<file path="config.mk">
export PLATFORM = sky130hd
export DESIGN_NAME = timed_light_session_with_command_fifo_unit_flat
export DESIGN_NICKNAME = d
export VERILOG_FILES = /design/src/rtl/tlsc_pkg.sv /design/src/rtl/tlsc_evt_if.sv /design/src/rtl/tlsc_res_if.sv /design/src/rtl/tlsc_cfg_if.sv /design/src/rtl/timed_light_session_with_command_fifo_unit.sv /design/src/rtl/tlsc_cfg_regs.sv /design/src/rtl/tlsc_front.sv /design/src/rtl/tlsc_pipe_q.sv /design/src/rtl/tlsc_back.sv /design/src/flat_wrapper.sv
export SDC_FILE = /design/constraint.sdc
export NUM_CORES = 1
export LEC_CHECK = 0
export BUFFER_PORTS_ARGS = -buffer_cell sky130_fd_sc_hd__clkbuf_2
export CAP_MARGIN = 25
export CORE_MARGIN = 1
export CORE_UTILIZATION = 65
export CTS_CLUSTER_SIZE = 20
export DETAILED_ROUTE_END_ITERATION = 10
export MAX_ROUTING_LAYER = met4
export PLACE_DENSITY = 0.87
export SKIP_LAST_GASP = 1
export SLEW_MARGIN = 5
export SYNTH_ARGS = -nofsm -noshare
export SYNTH_HDL_FRONTEND = slang
export SYNTH_HIERARCHICAL = 1
export SYNTH_SLANG_ARGS = --single-unit
</file>
<file path="constraint.sdc">
create_clock -name clk -period 10.1 [get_ports clk]
set_input_delay 2.525 -clock clk [delete_from_list [all_inputs] [get_ports clk]]
set_output_delay 2.525 -clock clk [all_outputs]
set_load 0.005 [all_outputs]
</file>
<file path="src/rtl/tlsc_pkg.sv">
// Shared types, codes and constants of the timed light session unit.
package tlsc_pkg;

    localparam int QUEUE_DEPTH = 8;
    localparam int QPTR_W      = (QUEUE_DEPTH > 1) ? $clog2(QUEUE_DEPTH) : 1;
    localparam int QCNT_W      = $clog2(QUEUE_DEPTH + 1);

    localparam int TIME_W      = 32;
    localparam int BATT_W      = 7;
    localparam int TEMP_W      = 8;
    localparam int BRIGHT_W    = 8;
    localparam int LEVEL_W     = 4;
    localparam int STATUS_W    = 3;
    localparam int KIND_W      = 2;
    localparam int CFG_IDX_W   = 2;
    localparam int CFG_DATA_W  = 32;

    // two-entry queue between front and back
    localparam int PQ_DEPTH    = 2;
    localparam int PQ_PTR_W    = 1;
    localparam int PQ_CNT_W    = 2;

    localparam logic [BRIGHT_W-1:0] FULL_BRIGHT = 8'd255;

    localparam logic [BATT_W-1:0]        RST_MIN_BATT = 7'd10;
    localparam logic signed [TEMP_W-1:0] RST_MIN_TEMP = 8'sd0;
    localparam logic signed [TEMP_W-1:0] RST_MAX_TEMP = 8'sd45;
    localparam logic [TIME_W-1:0]        RST_MAX_ON   = 32'd60000;

    typedef enum logic [KIND_W-1:0] {
        EV_START,
        EV_TICK,
        EV_STOP,
        EV_TAKE
    } kind_t;

    typedef enum logic [STATUS_W-1:0] {
        ST_OK,
        ST_POWER,
        ST_BATT_LOW,
        ST_TEMP,
        ST_RUNNING,
        ST_Q_FULL,
        ST_IDLE
    } status_t;

    typedef enum logic [CFG_IDX_W-1:0] {
        CR_MIN_BATT,
        CR_MIN_TEMP,
        CR_MAX_TEMP,
        CR_MAX_ON
    } cfg_reg_t;

    typedef struct packed {
        logic [BATT_W-1:0] min_batt;
        logic [TEMP_W-1:0] min_temp;
        logic [TEMP_W-1:0] max_temp;
        logic [TIME_W-1:0] max_on;
    } cfg_t;

    // classified event word handed from front to back
    typedef struct packed {
        kind_t               kind;
        status_t             pre_status;
        logic [TIME_W-1:0]   now_ms;
        logic [BRIGHT_W-1:0] restore;
    } cls_t;

    typedef struct packed {
        logic valid;
        cls_t word;
    } cls_push_t;

endpackage

</file>
<file path="src/rtl/tlsc_evt_if.sv">
// Event channel: valid/ready plus the event fields.
interface tlsc_evt_if import tlsc_pkg::*; ();
    logic                       valid;
    logic                       ready;
    logic [KIND_W-1:0]          kind;
    logic [TIME_W-1:0]          now_ms;
    logic [BATT_W-1:0]          charge_pct;
    logic signed [TEMP_W-1:0]   temp_deg;
    logic                       power_valid;
    logic [BRIGHT_W-1:0]        brightness_to_restore;

    modport source (
        output valid, kind, now_ms, charge_pct, temp_deg, power_valid,
               brightness_to_restore,
        input  ready
    );
    modport sink (
        input  valid, kind, now_ms, charge_pct, temp_deg, power_valid,
               brightness_to_restore,
        output ready
    );
endinterface

</file>
<file path="src/rtl/tlsc_res_if.sv">
// Result channel: valid/ready plus the result fields.
interface tlsc_res_if import tlsc_pkg::*; ();
    logic                   valid;
    logic                   ready;
    logic                   accepted;
    logic [STATUS_W-1:0]    status;
    logic                   light_on;
    logic                   cmd_valid;
    logic [BRIGHT_W-1:0]    cmd_brightness;
    logic [LEVEL_W-1:0]     queue_level;

    modport source (
        output valid, accepted, status, light_on, cmd_valid, cmd_brightness, queue_level,
        input  ready
    );
    modport sink (
        input  valid, accepted, status, light_on, cmd_valid, cmd_brightness, queue_level,
        output ready
    );
endinterface

</file>
<file path="src/rtl/tlsc_cfg_if.sv">
// Configuration write channel: valid/ready, register index and data.
interface tlsc_cfg_if import tlsc_pkg::*; ();
    logic                   valid;
    logic                   ready;
    logic [CFG_IDX_W-1:0]   index;
    logic [CFG_DATA_W-1:0]  data;

    modport source (
        output valid, index, data,
        input  ready
    );
    modport sink (
        input  valid, index, data,
        output ready
    );
endinterface

</file>
<file path="src/rtl/timed_light_session_with_command_fifo_unit.sv">
// Path: an event word taken at the input is written into the two-entry queue; the back
//   end takes it from there and registers its result word, which is held until accepted.
// Throughput: one event word per cycle while results are taken and the queue has room;
//   the back end updates session state and the command queue for one event at a time.
// Reset (rst_n low, asynchronous): session off, times and pointers zero, command
//   queue empty, registers at their defaults; queued command slots are not cleared.
module timed_light_session_with_command_fifo_unit import tlsc_pkg::*; (
    input  logic        clk,
    input  logic        rst_n,
    tlsc_evt_if.sink    evt,
    tlsc_res_if.source  res,
    tlsc_cfg_if.sink    cfg
);
    // live configuration, shared by front checks and back timeout
    cfg_t       regs;

    // front -> queue
    cls_push_t  push;
    logic       push_ready;

    // queue -> back
    logic       pop_valid;
    cls_t       pop_word;
    logic       pop_ready;

    tlsc_cfg_regs u_cfg_regs (
        .clk   (clk),
        .rst_n (rst_n),
        .cfg   (cfg),
        .regs  (regs)
    );

    // Front: power, battery and temperature checks need no session state, so they
    // run as the word is taken and travel with it.
    tlsc_front u_front (
        .evt        (evt),
        .regs       (regs),
        .push       (push),
        .push_ready (push_ready)
    );

    // Short queue: lets the input keep taking words while a result is stalled.
    tlsc_pipe_q u_pipe_q (
        .clk        (clk),
        .rst_n      (rst_n),
        .push       (push),
        .push_ready (push_ready),
        .pop_valid  (pop_valid),
        .pop_word   (pop_word),
        .pop_ready  (pop_ready)
    );

    // Back: running check, timeout compare, command queue push/pop, result register.
    tlsc_back u_back (
        .clk      (clk),
        .rst_n    (rst_n),
        .regs     (regs),
        .in_valid (pop_valid),
        .w        (pop_word),
        .in_ready (pop_ready),
        .res      (res)
    );

`ifndef NO_ASSERTIONS
    // a popped command always means a successful event
    a_cmd_ok: assert property (@(posedge clk) disable iff (!rst_n)
        res.valid && res.cmd_valid |-> res.accepted && res.status == ST_OK)
        else $error("cmd_valid without ok status");

    // brightness field is zero unless a command was popped
    a_cmd_zero: assert property (@(posedge clk) disable iff (!rst_n)
        res.valid && !res.cmd_valid |-> res.cmd_brightness == '0)
        else $error("cmd_brightness set without command");

    // queue level never passes the queue depth
    a_level: assert property (@(posedge clk) disable iff (!rst_n)
        res.valid |-> res.queue_level <= LEVEL_W'(QUEUE_DEPTH))
        else $error("queue level above depth");

    // accepted and status agree
    a_acc: assert property (@(posedge clk) disable iff (!rst_n)
        res.valid |-> res.accepted == (res.status == ST_OK))
        else $error("accepted disagrees with status");
`endif
endmodule

</file>
<file path="src/rtl/tlsc_cfg_regs.sv">
// Configuration register bank.
module tlsc_cfg_regs import tlsc_pkg::*; (
    input  logic        clk,
    input  logic        rst_n,
    tlsc_cfg_if.sink    cfg,
    output cfg_t        regs
);
    cfg_t regs_reg;

    assign cfg.ready = 1'b1;
    assign regs      = regs_reg;

    always_ff @(posedge clk or negedge rst_n)
    begin
        if (!rst_n)
        begin
            regs_reg.min_batt <= RST_MIN_BATT;
            regs_reg.min_temp <= RST_MIN_TEMP;
            regs_reg.max_temp <= RST_MAX_TEMP;
            regs_reg.max_on   <= RST_MAX_ON;
        end
        else if (cfg.valid)
        begin
            unique case (cfg_reg_t'(cfg.index))
                CR_MIN_BATT: regs_reg.min_batt <= cfg.data[BATT_W-1:0];
                CR_MIN_TEMP: regs_reg.min_temp <= cfg.data[TEMP_W-1:0];
                CR_MAX_TEMP: regs_reg.max_temp <= cfg.data[TEMP_W-1:0];
                CR_MAX_ON:   regs_reg.max_on   <= cfg.data[TIME_W-1:0];
            endcase
        end
    end
endmodule

</file>
<file path="src/rtl/tlsc_front.sv">
// Front end: takes event words and runs the state-free start checks.
module tlsc_front import tlsc_pkg::*; (
    tlsc_evt_if.sink    evt,
    input  cfg_t        regs,
    output cls_push_t   push,
    input  logic        push_ready
);
    status_t pre;

    // power, then battery, then temperature window
    always_comb
    begin
        priority if (!evt.power_valid)
            pre = ST_POWER;
        else if (evt.charge_pct < regs.min_batt)
            pre = ST_BATT_LOW;
        else if ($signed(evt.temp_deg) < $signed(regs.min_temp) ||
                 $signed(evt.temp_deg) > $signed(regs.max_temp))
            pre = ST_TEMP;
        else
            pre = ST_OK;
    end

    assign push.valid           = evt.valid;
    assign push.word.kind       = kind_t'(evt.kind);
    assign push.word.pre_status = pre;
    assign push.word.now_ms     = evt.now_ms;
    assign push.word.restore    = evt.brightness_to_restore;
    assign evt.ready            = push_ready;
endmodule

</file>
<file path="src/rtl/tlsc_pipe_q.sv">
// Two-entry word queue between front and back.
module tlsc_pipe_q import tlsc_pkg::*; (
    input  logic        clk,
    input  logic        rst_n,
    input  cls_push_t   push,
    output logic        push_ready,
    output logic        pop_valid,
    output cls_t        pop_word,
    input  logic        pop_ready
);
    cls_t                 entry_reg [PQ_DEPTH];
    logic [PQ_PTR_W-1:0]  wr_reg;
    logic [PQ_PTR_W-1:0]  rd_reg;
    logic [PQ_CNT_W-1:0]  cnt_reg;
    logic [PQ_CNT_W-1:0]  cnt_next;
    logic                 do_push;
    logic                 do_pop;

    assign push_ready = (cnt_reg != PQ_CNT_W'(PQ_DEPTH));
    assign pop_valid  = (cnt_reg != '0);
    assign pop_word   = entry_reg[rd_reg];
    assign do_push    = push.valid && push_ready;
    assign do_pop     = pop_valid && pop_ready;

    always_comb
    begin
        cnt_next = cnt_reg;
        if (do_push && !do_pop)
            cnt_next = cnt_reg + 1'b1;
        else if (do_pop && !do_push)
            cnt_next = cnt_reg - 1'b1;
    end

    always_ff @(posedge clk or negedge rst_n)
    begin
        if (!rst_n)
        begin
            wr_reg  <= '0;
            rd_reg  <= '0;
            cnt_reg <= '0;
        end
        else
        begin
            if (do_push)
                wr_reg <= wr_reg + 1'b1;
            if (do_pop)
                rd_reg <= rd_reg + 1'b1;
            cnt_reg <= cnt_next;
        end
    end

    always_ff @(posedge clk)
    begin
        if (do_push)
            entry_reg[wr_reg] <= push.word;
    end
endmodule

</file>
<file path="src/rtl/tlsc_back.sv">
// Back end: session state, brightness command queue and result register.
module tlsc_back import tlsc_pkg::*; (
    input  logic        clk,
    input  logic        rst_n,
    input  cfg_t        regs,
    input  logic        in_valid,
    input  cls_t        w,
    output logic        in_ready,
    tlsc_res_if.source  res
);
    logic                 session_reg,  session_next;
    logic [TIME_W-1:0]    start_reg,    start_next;
    logic [BRIGHT_W-1:0]  saved_reg,    saved_next;
    logic [QPTR_W-1:0]    wptr_reg,     wptr_next;
    logic [QPTR_W-1:0]    rptr_reg,     rptr_next;
    logic [QCNT_W-1:0]    fill_reg,     fill_next;
    logic [BRIGHT_W-1:0]  store_reg [QUEUE_DEPTH];

    logic                 out_valid_reg;
    logic                 out_ok_reg;
    status_t              out_status_reg;
    logic                 out_light_reg;
    logic                 out_cv_reg;
    logic [BRIGHT_W-1:0]  out_cb_reg;
    logic [QCNT_W-1:0]    out_fill_reg;

    logic                 fire;
    logic                 q_full;
    logic                 q_empty;
    logic [TIME_W-1:0]    elapsed;
    logic                 end_req;
    logic                 push_en;
    logic [BRIGHT_W-1:0]  push_val;
    logic                 ok;
    status_t              st;
    logic                 cv;
    logic [BRIGHT_W-1:0]  cb;

    assign in_ready = !out_valid_reg || res.ready;
    assign fire     = in_valid && in_ready;
    assign q_full   = (fill_reg == QCNT_W'(QUEUE_DEPTH));
    assign q_empty  = (fill_reg == '0);
    assign elapsed  = w.now_ms - start_reg;

    always_comb
    begin
        session_next = session_reg;
        start_next   = start_reg;
        saved_next   = saved_reg;
        wptr_next    = wptr_reg;
        rptr_next    = rptr_reg;
        fill_next    = fill_reg;
        push_en      = 1'b0;
        push_val     = saved_reg;
        end_req      = 1'b0;
        ok           = 1'b0;
        st           = ST_IDLE;
        cv           = 1'b0;
        cb           = '0;

        unique case (w.kind)
            EV_START:
            begin
                priority if (session_reg)
                    st = ST_RUNNING;
                else if (w.pre_status != ST_OK)
                    st = w.pre_status;
                else if (q_full)
                    st = ST_Q_FULL;
                else
                begin
                    push_en      = 1'b1;
                    push_val     = FULL_BRIGHT;
                    session_next = 1'b1;
                    start_next   = w.now_ms;
                    saved_next   = w.restore;
                    ok           = 1'b1;
                    st           = ST_OK;
                end
            end
            EV_TICK:
                end_req = session_reg && (elapsed >= regs.max_on);
            EV_STOP:
                end_req = session_reg;
            EV_TAKE:
            begin
                if (!q_empty)
                begin
                    rptr_next = (rptr_reg == QPTR_W'(QUEUE_DEPTH - 1)) ? '0
                                                                         : rptr_reg + 1'b1;
                    fill_next = fill_reg - 1'b1;
                    cv        = 1'b1;
                    cb        = store_reg[rptr_reg];
                    ok        = 1'b1;
                    st        = ST_OK;
                end
            end
        endcase

        // session ends even when the restore command cannot be queued
        if (end_req)
        begin
            session_next = 1'b0;
            if (q_full)
                st = ST_Q_FULL;
            else
            begin
                push_en = 1'b1;
                ok      = 1'b1;
                st      = ST_OK;
            end
        end

        if (push_en)
        begin
            wptr_next = (wptr_reg == QPTR_W'(QUEUE_DEPTH - 1)) ? '0 : wptr_reg + 1'b1;
            fill_next = fill_reg + 1'b1;
        end
    end

    always_ff @(posedge clk or negedge rst_n)
    begin
        if (!rst_n)
        begin
            session_reg   <= 1'b0;
            start_reg     <= '0;
            saved_reg     <= '0;
            wptr_reg      <= '0;
            rptr_reg      <= '0;
            fill_reg      <= '0;
            out_valid_reg <= 1'b0;
        end
        else
        begin
            if (fire)
            begin
                session_reg   <= session_next;
                start_reg     <= start_next;
                saved_reg     <= saved_next;
                wptr_reg      <= wptr_next;
                rptr_reg      <= rptr_next;
                fill_reg      <= fill_next;
                out_valid_reg <= 1'b1;
            end
            else if (res.ready)
                out_valid_reg <= 1'b0;
        end
    end

    always_ff @(posedge clk)
    begin
        if (fire)
        begin
            out_ok_reg     <= ok;
            out_status_reg <= st;
            out_light_reg  <= session_next;
            out_cv_reg     <= cv;
            out_cb_reg     <= cb;
            out_fill_reg   <= fill_next;
            if (push_en)
                store_reg[wptr_reg] <= push_val;
        end
    end

    assign res.valid          = out_valid_reg;
    assign res.accepted       = out_ok_reg;
    assign res.status         = out_status_reg;
    assign res.light_on       = out_light_reg;
    assign res.cmd_valid      = out_cv_reg;
    assign res.cmd_brightness = out_cb_reg;
    assign res.queue_level    = LEVEL_W'(out_fill_reg);
endmodule

</file>
<file path="src/flat_wrapper.sv">
// flat-port wrapper written by rule: the top's interface ports become plain ports
module timed_light_session_with_command_fifo_unit_flat import tlsc_pkg::*;
  (clk, rst_n, evt_valid, evt_kind, evt_now_ms, evt_charge_pct, evt_temp_deg, evt_power_valid, evt_brightness_to_restore, evt_ready, res_valid, res_accepted, res_status, res_light_on, res_cmd_valid, res_cmd_brightness, res_queue_level, res_ready, cfg_valid, cfg_index, cfg_data, cfg_ready);
  tlsc_evt_if evt_i ();
  tlsc_res_if res_i ();
  tlsc_cfg_if cfg_i ();
  input  logic clk;
  input  logic rst_n;
  input wire logic [$bits(evt_i.valid)-1:0] evt_valid;
  input wire logic [$bits(evt_i.kind)-1:0] evt_kind;
  input wire logic [$bits(evt_i.now_ms)-1:0] evt_now_ms;
  input wire logic [$bits(evt_i.charge_pct)-1:0] evt_charge_pct;
  input wire logic [$bits(evt_i.temp_deg)-1:0] evt_temp_deg;
  input wire logic [$bits(evt_i.power_valid)-1:0] evt_power_valid;
  input wire logic [$bits(evt_i.brightness_to_restore)-1:0] evt_brightness_to_restore;
  output wire logic [$bits(evt_i.ready)-1:0] evt_ready;
  output wire logic [$bits(res_i.valid)-1:0] res_valid;
  output wire logic [$bits(res_i.accepted)-1:0] res_accepted;
  output wire logic [$bits(res_i.status)-1:0] res_status;
  output wire logic [$bits(res_i.light_on)-1:0] res_light_on;
  output wire logic [$bits(res_i.cmd_valid)-1:0] res_cmd_valid;
  output wire logic [$bits(res_i.cmd_brightness)-1:0] res_cmd_brightness;
  output wire logic [$bits(res_i.queue_level)-1:0] res_queue_level;
  input wire logic [$bits(res_i.ready)-1:0] res_ready;
  input wire logic [$bits(cfg_i.valid)-1:0] cfg_valid;
  input wire logic [$bits(cfg_i.index)-1:0] cfg_index;
  input wire logic [$bits(cfg_i.data)-1:0] cfg_data;
  output wire logic [$bits(cfg_i.ready)-1:0] cfg_ready;
  assign evt_i.valid = evt_valid;
  assign evt_i.kind = evt_kind;
  assign evt_i.now_ms = evt_now_ms;
  assign evt_i.charge_pct = evt_charge_pct;
  assign evt_i.temp_deg = evt_temp_deg;
  assign evt_i.power_valid = evt_power_valid;
  assign evt_i.brightness_to_restore = evt_brightness_to_restore;
  assign evt_ready = evt_i.ready;
  assign res_valid = res_i.valid;
  assign res_accepted = res_i.accepted;
  assign res_status = res_i.status;
  assign res_light_on = res_i.light_on;
  assign res_cmd_valid = res_i.cmd_valid;
  assign res_cmd_brightness = res_i.cmd_brightness;
  assign res_queue_level = res_i.queue_level;
  assign res_i.ready = res_ready;
  assign cfg_i.valid = cfg_valid;
  assign cfg_i.index = cfg_index;
  assign cfg_i.data = cfg_data;
  assign cfg_ready = cfg_i.ready;
  timed_light_session_with_command_fifo_unit u_core (.clk(clk), .rst_n(rst_n), .evt(evt_i), .res(res_i), .cfg(cfg_i));
endmodule
</file>
* After elaboration in Yosys (flattened, before gate mapping)
Memory sizes are Yosys's and may differ from the RTL's. A register that Yosys moved wholly into a read port is not among the register bits. Cells that the tools add are included.
Word-level totals: input bits 97, logic and storage cells 115, bits in registers 121, output and inout port bits 21, RAM bits 152, memories 2
Memories:
- u_core.u_pipe_q.entry_reg | depth 2, width 44, rd ports 1, clocked after memory_dff 0, write ports 1, line tlsc_pipe_q.sv:11 | cls_t entry_reg [PQ_DEPTH];
- u_core.u_back.store_reg | depth 8, width 8, rd ports 1, clocked after memory_dff 1, write ports 1, line tlsc_back.sv:17 | logic [BRIGHT_W-1:0] store_reg [QUEUE_DEPTH];
Cells by class: add/sub/neg operators 9, $lt $le $gt $ge 4, equal/unequal tests 10, muxes and demuxes 41, bitwise logic cells 5, reduce and logical (&&, ||, !) cells 25
Operator list (count):
- 32-bit greater-or-equal comparator | 1
- 8-bit two-way mux | 4
- 32-bit subtractor | 1
- 3-bit two-way mux | 7
- 1-bit two-way mux | 19
- 4-bit two-way mux | 3
- 2-bit two-way mux | 5
- 2-bit AND reduction | 5
- 2-bit == test, second input constant | 4
- 8-bit > comparator | 1
- 8-bit < comparator | 1
- 7-bit < comparator | 1
- 3-bit by 1-bit adder with 3-bit output, second input constant | 2
- 3-bit == test, second input constant | 2
- 3-bit one-hot mux with 2 select lines | 1
- 2-bit nonzero test | 3
- 1-bit logical AND | 5
- 1-bit NOT | 5
- 5-bit AND reduction | 1
- 4-bit by 1-bit adder with 4-bit output, second input constant | 1
- 2-bit by 1-bit == test with 1-bit output, second input constant | 2
- 4-bit == test, second input constant | 1
- 2-bit zero test | 2
- 4-bit zero test | 1
- other kinds (11) | 16

* Longest topological paths before layout
depth in word-level cells 10, gate-level depth with buffers 25, mapped depth without buffers 22

* By module
Netlist, hierarchy kept.
By module, submodules not included:
- tlsc_back | cells each 719, instances 1, sequential area each 3763.6 µm², area each 7908.8 µm²
- tlsc_pipe_q | cells each 158, instances 1, sequential area each 2802.7 µm², area each 3641.0 µm²
- tlsc_cfg_regs | cells each 119, instances 1, sequential area each 1392.6 µm², area each 2115.8 µm²
- tlsc_front | cells each 124, instances 1, sequential area each 0.0 µm², area each 927.1 µm²

* Least setup slack after synthesis
OpenSTA, ideal clock, no wires.
path type register to register, from reg u_core.u_pipe_q.rd_reg, to mem u_core.u_back.store_reg[2][0] (enable), path slack 4.237 ns, path buffers 3, arrival 5.465 ns, required time 9.702 ns, library setup time 0.398 ns, stages on the path, launching flop included 26, period minus slack after synthesis 5.863 ns, cell sequence dfrtp_1 buf_6 buf_12 mux2_4 inv_1 ha_1 inv_1 fa_1 a21o_1 a21oi_1 o211ai_2 nand4_1 a211oi_2 o41ai_4 o21bai_1 xor2_1 ha_1 nand2_1 o21a_1 o221ai_2 or4b_4 a21oi_2 nor4_2 o21ai_2 buf_4 nor4b_1
RTL lines:
- start: declaration | line tlsc_pipe_q.sv:13 | logic [PQ_PTR_W-1:0] rd_reg;
- start signal: assignment | line tlsc_pipe_q.sv:47 | rd_reg <= rd_reg + 1'b1;
- end: declaration | line tlsc_back.sv:17

==> metrics.csv <==
metric;value;unit
Hold Vio Cnt, Final;0;
Yosys Warn Count;6;
Slew @ Worst Pin;0.845;ns
placed cell areas;0.0151;mm²
Min-Delay Endpoint;u_core/u_back/saved_reg[5]$_DFFE_PN0P_;
Clock Skew;0.0172;ns
initial core utilization;0.667;
Chip Width;152;µm
Post-Syn Nets;1313;
clock share of power;0.215;
#FFs+latches synth;283;
I/O Buffers;116;
top cell type's share of synthesized area;0.354;
Rows;54;
CTS tree;yes;
Core Region;0.0219;mm²
slowest stage delay, CP;0.78;ns
Max FO, Critical Path;24;
Data required, critical path;10.42;ns
fin crit period;6.59;ns
worst vdd ir;0.215;mV
main flop type after synthesis;edfxtp_1;
Comb pwr share;0.458;
Iter 0 DRT Violations;684;
total grt overflow;0;
nets@finish;1404;
Max Cap Violations;0;
WHS Path Cells;1;
Inserted Diodes;0;
Post-Syn Area;0.0146;mm²
largest cells by area after synthesis;edfxtp_1 (35%), dfrtp_1 (17%), ha_1 (8.1%);
fin area;0.0162;mm²
Net Sw Frac;0.360;
Post-synth EDFFs;172;
top cell type by total area after synthesis;edfxtp_1;
detailed-route via count;8742;
Slew Viols, Final;0;
io pins;118;
first-pass GRT wire length;44800;µm
PwrDens;332;mW/mm²
Hold WC Path Type;flip-flop to flip-flop;
Clock Sinks;283;
RSZ-0062 raised after global routing;no;
Worst R2R Start;u_core/u_pipe_q/rd_reg$_DFFE_PN0P_;
Post-synth ARST share;0.392;
Largest register FFs;90;
Final setup viols;0;
kind of critical path;flip-flop to flip-flop;
switching power total;1940;µW
vias in the first global route;9182;
period utilization;0.652;
DR vias/cell;5.77;
r2r setup slk;3.51;ns
R2R depth;25;
Fill cells;1420;
Netlist cell types;85;
TritonRoute pass-1 iters;6;
CTS Buf Count;29;
CTS Hold Bufs;0;
Reg area;0.00796;mm²
Synth Instances;1120;
Clock Latency Late Sink;0.56;ns
crit start category;flip-flop;
slowest CP cell;dfrtp_2;
CTS resizes;0;
sequential share of the synthesized area;0.545;
CTS clk-pin slew, worst paths;0.06;ns
fmax;152;MHz
All-Layer GR Usage;0.248;
Slew headroom;0.433;
setup bufs post-CTS;0;
root buffer cell;clkbuf_16;
Post-Route Setup TNS;0;ns
antenna violations before repair;0;
DR WL/cell;17.8;µm
Die Area;0.0231;mm²
final WL;27000;µm
share of cells above drive strength 1;0.275;
Residual DRC;0;
crit path from;u_core/u_pipe_q/rd_reg$_DFFE_PN0P_;
CTS H-tree depth;1;
CP arrival;6.91;ns
DRT antenna net count;0;
HP Start;u_core/u_back/saved_reg[5]$_DFFE_PN0P_;
LEAKAGE;0.00708;µW
Cell Int Power;3440;µW
gpl congestion;0.884;
status;finished, final reports clean;
synthesized area per cell;13.0;µm²
Flop pwr share;0.327;
largest net degree at the start of global routing;78;
Worst setup EP type;flip-flop;
multi-input logic area;0.00570;mm²
Die Ht;152;µm
RR Endpoint;u_core/u_back/store_reg[2][1]$_DFFE_PP_;
CTS max path bufs;3;
post-DP HPWL;19100;µm
Area Growth Syn to Fin;11.1;%
==> cells by family after synthesis <==
| group | after synthesis | synth area share |
|---|---|---|
| multiplexers | 142 | 0.131 |
| flip-flops | 283 | 0.545 |
| AO/OA/AOI/OAI | 172 | 0.0787 |
| adder cells (fa/ha/maj) | 96 | 0.0828 |
| XOR/XNOR | 37 | 0.0222 |
| buffers and inverters | 178 | 0.0652 |
| other | 2 | 0.000515 |
| AND/OR/NAND/NOR | 210 | 0.0739 |
==> worst max-delay path: cells and delay by family (launching register included) <==
kind	cells	cell delay, ns
mux	1	0.35
compound gates	11	2.34
simple gates	4	0.86
buf+inv	5	1.07
fa+ha+maj	3	0.77
xor+xnor	1	0.17
flops	1	0.78
==> cell type report <==
type,count,share of cell area
flip-flops and latches,283,0.491
multi-input cells,659,0.351
repair buffers,133,0.0471
clock buffers,35,0.0468
inverters,105,0.0243
well taps,280,0.0216
clock inverters,19,0.0179
==> through the flow <==
| step | instances | utilization | hold WS (ns) | worst slack [ns] | total power [µW] |
|---|---|---|---|---|---|
| CTS | 1511 | 0.738 | 0.480 | 2.97 | 5390 |
| floorplan | 1120 | - | 0.448 | 4.24 | 3670 |
| global route | 1514 | 0.741 | 0.501 | 3.16 | 5770 |
| finish | 1514 | 0.741 | 0.478 | 3.51 | 5380 |
| detailed placement | 1457 | 0.690 | 0.467 | 3.03 | 4190 |
| global placement | 1456 | 0.689 | 0.458 | 3.24 | 4080 |
==> cells in the final DEF (no fill, tap or decap), types with 26 or more instances in the layout <==
cell / synthesis / layout
edfxtp_1: 172 / 172
clkbuf_2: 0 / 115
inv_1: 104 / 104
dfrtp_1: 98 / 97
ha_1: 95 / 95
nand2_1: 65 / 65
mux2_2: 62 / 62
o21ai_0: 46 / 46
nor2_1: 46 / 44
a21oi_1: 42 / 42
mux2_4: 39 / 39
clkbuf_16: 0 / 29
xnor2_1: 26 / 26
==> per-layer routing <==
layer | vias to the layer above | part of all wire | GRT usage
met5 | - | 0 | -
met4 | 0 | 0.027 | 0.0733
met3 | 58 | 0.054 | 0.0345
met2 | 257 | 0.50 | 0.420
met1 | 4243 | 0.42 | 0.312
li1 | 4184 | - | -
==> power groups by stage <==
stage / combinational (µW) / sequential, µW / clock (µW)
5_1_grt: 2760 / 1790 / 1220
3_5_place_dp: 2390 / 1790 / 0
3_3_place_gp: 2310 / 1780 / 0
4_1_cts: 2440 / 1770 / 1180
2_1_floorplan: 1970 / 1700 / 0
6_report: 2460 / 1760 / 1160
==> how the worst max path moves through the flow <==
stage,to,cells past startpoint
after CTS,u_core/u_back/store_reg[2][1]$_DFFE_PP_,24
after global placement,u_core/u_back/store_reg[2][0]$_DFFE_PP_,24
after floorplan,u_core/u_back/store_reg[2][0]$_DFFE_PP_,25
after detailed placement,u_core/u_back/store_reg[4][1]$_DFFE_PP_,24
final,u_core/u_back/store_reg[2][1]$_DFFE_PP_,25
after global routing,u_core/u_back/store_reg[2][1]$_DFFE_PP_,25
==> synth_stat cells (26+ instances only) <==
library cell and n:
a21oi_1 42, edfxtp_1 172, nor2_1 46, o21ai_0 46, inv_1 104, ha_1 95, xnor2_1 26, buf_4 47
dfrtp_1 98, nand2_1 65, mux2_4 39, mux2_2 62
Power figures use the tool's default switching activity.
